[src/hw/rtl/kway_merge_by_key_core_macros.svh]
// assertion helpers shared by the merge core
`ifndef KWAY_MERGE_BY_KEY_CORE_MACROS_SVH
`define KWAY_MERGE_BY_KEY_CORE_MACROS_SVH

// same-cycle implication, checked out of reset
`define KWM_ASSERT_NOW(label, ante, cons, msg) \
  label: assert property (@(posedge clk) disable iff (rst) (ante) |-> (cons)) \
    else $error(msg);

// next-cycle implication, checked out of reset
`define KWM_ASSERT_NEXT(label, ante, cons, msg) \
  label: assert property (@(posedge clk) disable iff (rst) (ante) |=> (cons)) \
    else $error(msg);

`endif

[src/hw/rtl/kwm_pkg.sv]
package kwm_pkg;

  localparam int NUM_STREAMS = 16;
  localparam int STREAM_W    = $clog2(NUM_STREAMS);
  localparam int CNT_W       = $clog2(NUM_STREAMS + 1);
  localparam int ACTIVE_W    = 5;
  localparam int DOC_W       = 32;
  localparam int APB_DATA_W  = 32;
  localparam int NUM_REGS    = 1;
  localparam int PADDR_W     = $clog2(4 * NUM_REGS) + 1;

  // word index of the configuration registers
  localparam logic REG_ACTIVE_STREAMS = 1'b0;

  typedef enum logic [1:0] {
    KIND_RECORD = 2'd0,
    KIND_REJECT = 2'd1,
    KIND_FINISH = 2'd2
  } result_kind_t;

  typedef enum logic [1:0] {
    ST_IDLE,
    ST_SCAN,
    ST_LOAD
  } state_t;

  typedef struct packed {
    logic [STREAM_W-1:0] stream_index;
    logic                end_of_stream;
    logic [DOC_W-1:0]    in_doc_from;
    logic [DOC_W-1:0]    in_doc_to;
  } item_t;

  typedef struct packed {
    result_kind_t        result_kind;
    logic [DOC_W-1:0]    out_doc_from;
    logic [DOC_W-1:0]    out_doc_to;
    logic [STREAM_W-1:0] out_stream;
    logic                last_of_run;
  } result_t;

endpackage

[src/hw/rtl/kway_merge_by_key_core.sv]
// K-way merge of up to sixteen presorted link-record streams into one stream ordered by
// target document number, ties to the lowest stream. Each request carries one record, or an
// end mark, for one stream; it is accepted only when the core is idle. The smallest head is
// found by one shared 32-bit comparator walking the stream heads one per cycle, so every
// record or final marker takes a scan of n heads and a load of the output register, n being
// the effective active_streams count (1 to 16). A request with no result returns to idle
// after its scan; a rejected request (unknown or finished stream, or a record onto an
// occupied head) goes to the load. The output register frees the core to take the next
// request while the last result waits to be taken. active_streams sits at APB byte address
// 0; the user must write it only while the core is idle, unchecked by the core.
`include "kway_merge_by_key_core_macros.svh"

module kway_merge_by_key_core (
  input  logic                           clk,
  input  logic                           rst,
  // request channel
  input  logic                           item_valid,
  output logic                           item_stall,
  input  kwm_pkg::item_t                 item,
  // result channel
  output logic                           result_valid,
  input  logic                           result_stall,
  output kwm_pkg::result_t               result,
  // configuration
  input  logic                           psel,
  input  logic                           penable,
  input  logic                           pwrite,
  input  logic [kwm_pkg::PADDR_W-1:0]    paddr,
  input  logic [kwm_pkg::APB_DATA_W-1:0] pwdata,
  output logic [kwm_pkg::APB_DATA_W-1:0] prdata,
  output logic                           pready
);
  import kwm_pkg::*;

  // configuration
  logic [ACTIVE_W-1:0] active_streams;
  logic [CNT_W-1:0]    eff_count;

  // stream state
  logic [DOC_W-1:0]       head_source [NUM_STREAMS];
  logic [DOC_W-1:0]       head_target [NUM_STREAMS];
  logic [NUM_STREAMS-1:0] head_present;
  logic [NUM_STREAMS-1:0] stream_finished;
  logic                   finish_reported;

  // sequencer
  state_t state, state_next;
  logic   accept, reject, out_free, load_fire, scan_last;

  // scan accumulators
  logic [STREAM_W-1:0] scan_idx;
  logic                scan_ready, scan_found, scan_multi, best_fin;
  logic [STREAM_W-1:0] best_idx;
  logic [DOC_W-1:0]    best_src, best_tgt;

  logic                scan_ready_next, scan_found_next, scan_multi_next, best_fin_next;
  logic [STREAM_W-1:0] best_idx_next;
  logic [DOC_W-1:0]    best_src_next, best_tgt_next;
  logic                cur_pres, cur_fin, take;

  // result waiting for the output register
  result_t pend;

  // ---------------------------------------------------------------------------
  // configuration port: one register, always ready
  // ---------------------------------------------------------------------------
  assign pready = 1'b1;

  always_ff @(posedge clk) begin
    if (rst) begin
      active_streams <= ACTIVE_W'(NUM_STREAMS);
    end else if (psel && penable && pwrite && pready &&
                 paddr[PADDR_W-1] == REG_ACTIVE_STREAMS) begin
      active_streams <= pwdata[ACTIVE_W-1:0];
    end
  end

  always_comb begin
    prdata = '0;
    if (paddr[PADDR_W-1] == REG_ACTIVE_STREAMS) begin
      prdata = {{(APB_DATA_W-ACTIVE_W){1'b0}}, active_streams};
    end
  end

  // zero acts as one, anything above the stream count as the full count
  always_comb begin
    priority if (active_streams == '0) begin
      eff_count = CNT_W'(1);
    end else if (CNT_W'(active_streams) > CNT_W'(NUM_STREAMS)) begin
      eff_count = CNT_W'(NUM_STREAMS);
    end else begin
      eff_count = CNT_W'(active_streams);
    end
  end

  // ---------------------------------------------------------------------------
  // request check: stream beyond the count, finished stream, or head already full
  // ---------------------------------------------------------------------------
  assign reject = (CNT_W'(item.stream_index) >= eff_count) ||
                  stream_finished[item.stream_index] ||
                  (!item.end_of_stream && head_present[item.stream_index]);

  assign out_free  = !result_valid || !result_stall;
  assign scan_last = (CNT_W'(scan_idx) == eff_count - CNT_W'(1));

  // ---------------------------------------------------------------------------
  // shared compare step: one head per cycle against the best so far
  // ---------------------------------------------------------------------------
  always_comb begin
    cur_pres        = head_present[scan_idx];
    cur_fin         = stream_finished[scan_idx];
    take            = cur_pres && (!scan_found || head_target[scan_idx] < best_tgt);
    scan_ready_next = scan_ready && (cur_fin || cur_pres);
    scan_found_next = scan_found || cur_pres;
    scan_multi_next = scan_multi || (scan_found && cur_pres);
    best_idx_next   = take ? scan_idx : best_idx;
    best_src_next   = take ? head_source[scan_idx] : best_src;
    best_tgt_next   = take ? head_target[scan_idx] : best_tgt;
    best_fin_next   = take ? cur_fin : best_fin;
  end

  // ---------------------------------------------------------------------------
  // sequencer: next state
  // ---------------------------------------------------------------------------
  always_comb begin
    state_next = state;
    unique case (state)
      ST_IDLE: begin
        if (item_valid) begin
          state_next = reject ? ST_LOAD : ST_SCAN;
        end
      end
      ST_SCAN: begin
        if (scan_last) begin
          // a record is due, or the final marker once everything is drained
          if (scan_ready_next && (scan_found_next || !finish_reported)) begin
            state_next = ST_LOAD;
          end else begin
            state_next = ST_IDLE;
          end
        end
      end
      ST_LOAD: begin
        if (out_free) begin
          state_next = pend.last_of_run ? ST_IDLE : ST_SCAN;
        end
      end
      default: state_next = ST_IDLE;
    endcase
  end

  // sequencer: control outputs
  always_comb begin
    item_stall = 1'b1;
    load_fire  = 1'b0;
    unique case (state)
      ST_IDLE: item_stall = 1'b0;
      ST_SCAN: item_stall = 1'b1;
      ST_LOAD: load_fire  = out_free;
      default: item_stall = 1'b1;
    endcase
  end

  assign accept = item_valid && !item_stall;

  always_ff @(posedge clk) begin
    if (rst) begin
      state <= ST_IDLE;
    end else begin
      state <= state_next;
    end
  end

  // ---------------------------------------------------------------------------
  // stream state updates
  // ---------------------------------------------------------------------------
  always_ff @(posedge clk) begin
    if (rst) begin
      head_present    <= '0;
      stream_finished <= '0;
      finish_reported <= 1'b0;
    end else begin
      if (accept && !reject) begin
        if (item.end_of_stream) begin
          stream_finished[item.stream_index] <= 1'b1;
        end else begin
          head_present[item.stream_index] <= 1'b1;
        end
      end
      // a head leaves its slot as it enters the output register
      if (load_fire && pend.result_kind == KIND_RECORD) begin
        head_present[pend.out_stream] <= 1'b0;
      end
      if (load_fire && pend.result_kind == KIND_FINISH) begin
        finish_reported <= 1'b1;
      end
    end
  end

  // head records, meaningful only while the present bit is set
  always_ff @(posedge clk) begin
    if (accept && !reject && !item.end_of_stream) begin
      head_source[item.stream_index] <= item.in_doc_from;
      head_target[item.stream_index] <= item.in_doc_to;
    end
  end

  // ---------------------------------------------------------------------------
  // scan accumulators, restarted on every pass
  // ---------------------------------------------------------------------------
  always_ff @(posedge clk) begin
    if (state == ST_SCAN) begin
      scan_idx   <= scan_idx + STREAM_W'(1);
      scan_ready <= scan_ready_next;
      scan_found <= scan_found_next;
      scan_multi <= scan_multi_next;
      best_idx   <= best_idx_next;
      best_src   <= best_src_next;
      best_tgt   <= best_tgt_next;
      best_fin   <= best_fin_next;
    end else begin
      scan_idx   <= '0;
      scan_ready <= 1'b1;
      scan_found <= 1'b0;
      scan_multi <= 1'b0;
      best_idx   <= '0;
      best_src   <= '0;
      best_tgt   <= '0;
      best_fin   <= 1'b0;
    end
  end

  // ---------------------------------------------------------------------------
  // pending result. a record is the last of the run unless its stream is finished
  // and either another head remains or the final marker still has to follow
  // ---------------------------------------------------------------------------
  always_ff @(posedge clk) begin
    if (accept && reject) begin
      pend.result_kind  <= KIND_REJECT;
      pend.out_doc_from <= '0;
      pend.out_doc_to   <= '0;
      pend.out_stream   <= item.stream_index;
      pend.last_of_run  <= 1'b1;
    end else if (state == ST_SCAN && scan_last) begin
      if (scan_found_next) begin
        pend.result_kind  <= KIND_RECORD;
        pend.out_doc_from <= best_src_next;
        pend.out_doc_to   <= best_tgt_next;
        pend.out_stream   <= best_idx_next;
        pend.last_of_run  <= !(best_fin_next && (scan_multi_next || !finish_reported));
      end else begin
        pend.result_kind  <= KIND_FINISH;
        pend.out_doc_from <= '0;
        pend.out_doc_to   <= '0;
        pend.out_stream   <= '0;
        pend.last_of_run  <= 1'b1;
      end
    end
  end

  // ---------------------------------------------------------------------------
  // output register
  // ---------------------------------------------------------------------------
  always_ff @(posedge clk) begin
    if (rst) begin
      result_valid <= 1'b0;
    end else if (load_fire) begin
      result_valid <= 1'b1;
    end else if (!result_stall) begin
      result_valid <= 1'b0;
    end
  end

  always_ff @(posedge clk) begin
    if (load_fire) begin
      result <= pend;
    end
  end

  // ---------------------------------------------------------------------------
  // checks
  // ---------------------------------------------------------------------------
  `KWM_ASSERT_NOW(a_record_from_held_head, load_fire && pend.result_kind == KIND_RECORD, head_present[pend.out_stream], "merged record taken from an empty head slot")
  `KWM_ASSERT_NOW(a_finish_once, load_fire && pend.result_kind == KIND_FINISH, !finish_reported, "final marker loaded a second time")
  `KWM_ASSERT_NEXT(a_run_continues, load_fire && !pend.last_of_run, state == ST_SCAN && item_stall, "run ended early after a result that was not last")
  `KWM_ASSERT_NOW(a_reject_alone, result_valid && result.result_kind == KIND_REJECT, result.last_of_run, "rejected request produced more than one result")

endmodule

[config.mk]
export PLATFORM = sky130hd
export DESIGN_NAME = kway_merge_by_key_core
export DESIGN_NICKNAME = d
export VERILOG_FILES = /design/src/hw/rtl/kwm_pkg.sv /design/src/hw/rtl/kway_merge_by_key_core.sv
export VERILOG_INCLUDE_DIRS = /design/src /design/src/hw/rtl
export SDC_FILE = /design/constraint.sdc
export NUM_CORES = 1
export LEC_CHECK = 0
export BUFFER_PORTS_ARGS = -buffer_cell sky130_fd_sc_hd__buf_2
export CAP_MARGIN = 40
export CORE_ASPECT_RATIO = 2
export CORE_MARGIN = 4
export CORE_UTILIZATION = 60
export CTS_CLUSTER_SIZE = 25
export DETAILED_ROUTE_END_ITERATION = 6
export HOLD_SLACK_MARGIN = 0.08
export MAX_ROUTING_LAYER = met4
export PLACE_DENSITY_LB_ADDON = 0.2
export SYNTH_ARGS = -nofsm -noshare
export SYNTH_HDL_FRONTEND = slang
export SYNTH_SLANG_ARGS = --single-unit
[constraint.sdc]
create_clock -name clk -period 13.7 [get_ports clk]
set_input_delay 2.74 -clock clk [delete_from_list [all_inputs] [get_ports clk]]
set_output_delay 2.74 -clock clk [all_outputs]
set_load 0.05 [all_outputs]
==> flow_metrics.env <==
export IMPL_outcome="finished clean"
export IMPL_fin_nets=2689
export IMPL_min_from="pend[13]"
export IMPL_synth_area_um2=48800
export IMPL_total_power_mw=8.02
export IMPL_endpoint_kind="flip-flop"
export IMPL_min_to="result[13]"
export IMPL_yosys_most_used_dff="edfxtp_1"
export IMPL_holdCritPathClass="reg2reg"
export IMPL_clockBufferDepth=3
export IMPL_drc_errors=0
export IMPL_fin_ws_ns=7.27
export IMPL_place_area_um2=51100
export IMPL_rr_endpoint="pend[51]"
export IMPL_ant_nets=0
export IMPL_first_global_vias=24800
export IMPL_worstSetupPathType="reg2reg"
export IMPL_yosysWarnings=0
export IMPL_synth_seq_cells=1283
export IMPL_cts_num_sinks=1283
export IMPL_firstDrtPassIters=6
export IMPL_rows=147
export IMPL_synth_cell_type_count=52
export IMPL_numCtsBuffers=103
export IMPL_grt_max_degree=108
export IMPL_setup_worst_path_start_class="flip-flop"
export IMPL_overflow=0
export IMPL_dp_slack_ns=6.79
export IMPL_viasPerCell=6.45
export IMPL_rsz0062_at_grt="no"
export IMPL_wire_per_inst_um=29.8
export IMPL_avgSynthCellArea_um2=20.9
export IMPL_core_um2=80600
export IMPL_syn_instance_count=2336
export IMPL_num_vias=23800
export IMPL_wl_mm=110
export IMPL_post_cts_resized=0
export IMPL_ys_seq_area_share_pct=75.2
export IMPL_layout_drive_gt1_share_pct=28.2
export IMPL_dieArea_um2=86200
export IMPL_initial_core_util_pct=60.6
export IMPL_critPathArrivalTime_ns=6.98
export IMPL_setup_viol=0
export IMPL_hold_buffers=0
export IMPL_async_flop_share_pct=0
export IMPL_utilization_pct=67.9
export IMPL_ir_drop_mv=0.117
export IMPL_rr_startpoint="scan_idx[0]"
export IMPL_rrSetupSlack_ns=7.27
export IMPL_relSlewSlack_pct=37.2
export IMPL_cts_max_level=3
export IMPL_post_route_period_util_pct=46.9
export IMPL_area_growth_pct=12.1
export IMPL_cts_tree="done"
export IMPL_worstMarginPinSlew_ns=0.942
export IMPL_clkLatencyLatePin_ns=0.69
export IMPL_grt_pass1_wl_mm=163
export IMPL_rr_worst_depth=14
export IMPL_cts_setup_buffers=0
export IMPL_die_y_um=411
export IMPL_design_area_um2=54700
export IMPL_finalCriticalPeriod_ns=6.43
export IMPL_drv_slew=0
export IMPL_max_freq_ghz=0.155
export IMPL_antenna_found_initial=14
export IMPL_hpwl_mm=63.2
export IMPL_cp_data_required_time_ns=14.25
export IMPL_final_setup_tns_ns=0
export IMPL_power_density_nw_per_um2=147
export IMPL_path_clk_slew_ns=0.06
export IMPL_io_buffers=159
export IMPL_cts_root_buffer="clkbuf_16"
export IMPL_place_gp_congestion=0.863
export IMPL_synth_edf_count=1099
export IMPL_io_pins=217
export IMPL_die_w_um=210
export IMPL_drtIter0Drc=2526
export IMPL_path_max_fanout=44
export IMPL_finalHoldViolCount=0
export IMPL_total_leakage_power_nw=17.2
export IMPL_fill_cells=5020
export IMPL_grt_usage_pct=26.6
export IMPL_drv_cap=0
export IMPL_hold_depth=0
export IMPL_finClkSkew_ns=0.0229
[cell usage after synthesis, types with 5 or more instances]
master	n	share of area, %
a31oi_1	13	0.17
o21ai_0	11	0.11
nor2_1	94	0.72
nand2b_1	15	0.19
nand4_1	6	0.077
mux2i_1	93	1.9
nand2_1	23	0.18
buf_2	20	0.21
o2bb2ai_1	64	1.1
a211oi_1	5	0.077
clkbuf_1	72	0.55
buf_4	35	0.54
edfxtp_1	1099	68
a21oi_1	23	0.24
buf_1	21	0.16
inv_1	57	0.44
dfxtp_1	184	7.6
nor2b_1	8	0.10
nor4_1	20	0.26
ha_1	37	0.95
nor3_1	9	0.092
o21bai_1	5	0.077
o21a_1	21	0.32
mux4_2	326	15
o32ai_1	13	0.23
[sequential cells by signal, indices dropped and copies added, names as in the netlist]
signal / cells
active_streams: 5
best_fin: 1
best_idx: 4
best_src: 32
best_tgt: 32
finish_reported: 1
head_present: 16
head_source: 512
head_target: 512
pend: 71
result: 71
result_valid: 1
scan_found: 1
scan_idx: 4
scan_multi: 1
scan_ready: 1
state: 2
stream_finished: 16
[worst max-delay path, stage by stage (launching register included)]
cell	delay, ns
dfxtp_4	0.83
buf_4	0.76
buf_4	0.34
buf_16	0.33
mux4_2	0.61
mux4_2	0.52
ha_1	0.33
o21a_1	0.12
o311ai_0	0.38
a31oi_1	0.37
nor4b_4	0.39
buf_4	0.45
buf_12	0.29
mux2i_1	0.31
o2bb2ai_1	0.10
[through the flow]
stage,hold slack (ns),std cells
floorplan,0.409,2362
global placement,0.415,3465
detailed placement,0.417,3479
CTS,0.436,3672
global route,0.444,3683
finish,0.436,3684
[layer usage]
| metal | up-vias | GRT usage (%) | part of all wire [%] | routed length [um] |
|---|---|---|---|---|
| met1 | 12500 | 34.0 | 37 | 40900 |
| met2 | 1070 | 44.8 | 53 | 58100 |
| met5 | - | - | 0 | 0 |
| met4 | 0 | 7.65 | 2.9 | 3140 |
| met3 | 206 | 4.46 | 7.1 | 7750 |
| li1 | 9979 | - | - | - |
[area by class of cell]
class | count | area [um^2] | area share [%]
Tap cell | 1043 | 1310 | 2.39
Multi-Input combinational cell | 871 | 11400 | 20.8
Clock buffer | 143 | 3020 | 5.52
Clock inverter | 50 | 518 | 0.947
Timing Repair Buffer | 224 | 1540 | 2.81
Sequential cell | 1283 | 36700 | 67.1
Antenna cell | 12 | 30.0 | 0.0549
Inverter | 58 | 219 | 0.400
[how the worst max path moves through the flow]
| stage | slack, ns | startpoint | depth (start not counted) | to |
|---|---|---|---|---|
| after floorplan | 2.34 | item[66] | 8 | head_source[10][0] |
| after global placement | 6.80 | scan_idx[0] | 13 | pend[26] |
| after detailed placement | 6.79 | item[65] | 12 | head_target[13][10] |
| after CTS | 7.16 | scan_idx[0] | 14 | pend[51] |
| after global routing | 6.79 | scan_idx[0] | 14 | pend[59] |
| final | 7.27 | scan_idx[0] | 14 | pend[51] |
[kinds of logic (layout without fill, tap and decap cells)]
logic type	after synthesis	in the layout	synth area share, %
DFF	1283	1283	75.2
muxes	423	423	17.1
buffers and inverters	208	475	1.96
and+or+nand+nor	192	192	1.86
AOI/OAI and AO/OA	185	185	2.85
adders and majority gates	37	37	0.949
xor gates and xnor gates	6	6	0.108
other	2	40	0.0154
[cells in the final DEF (no fill, tap or decap), types with 5 or more instances in the layout]
cell / netlist / final
buf_16: 0 / 10
nor3_1: 9 / 9
mux4_2: 326 / 326
nor2b_1: 8 / 8
o2bb2ai_1: 64 / 64
clkbuf_16: 0 / 113
clkinvlp_4: 0 / 5
o32ai_1: 13 / 13
nand2b_1: 15 / 14
clkinv_1: 0 / 14
o21a_1: 21 / 21
nor2_1: 94 / 93
edfxtp_1: 1099 / 1099
clkbuf_1: 72 / 22
nand2_1: 23 / 23
nand4_1: 6 / 6
buf_2: 20 / 159
clkinv_2: 0 / 18
inv_1: 57 / 56
o21ai_0: 11 / 11
mux2i_1: 93 / 93
o21bai_1: 5 / 5
ha_1: 37 / 37
clkbuf_8: 0 / 8
bufinv_16: 0 / 10
a31oi_1: 13 / 13
dfxtp_1: 184 / 180
diode_2: 0 / 12
a211oi_1: 5 / 5
conb_1: 2 / 28
buf_4: 35 / 50
nor4_2: 0 / 16
a21oi_1: 23 / 23
[where the power goes]
part | internal (mW) | switching (mW) | leakage, nW
logic | 0.249 | 0.264 | 4.02
clock network | 1.73 | 1.33 | 1.73
registers | 4.37 | 0.0773 | 11.4
Note: power is estimated with default switching activity, not from simulation.
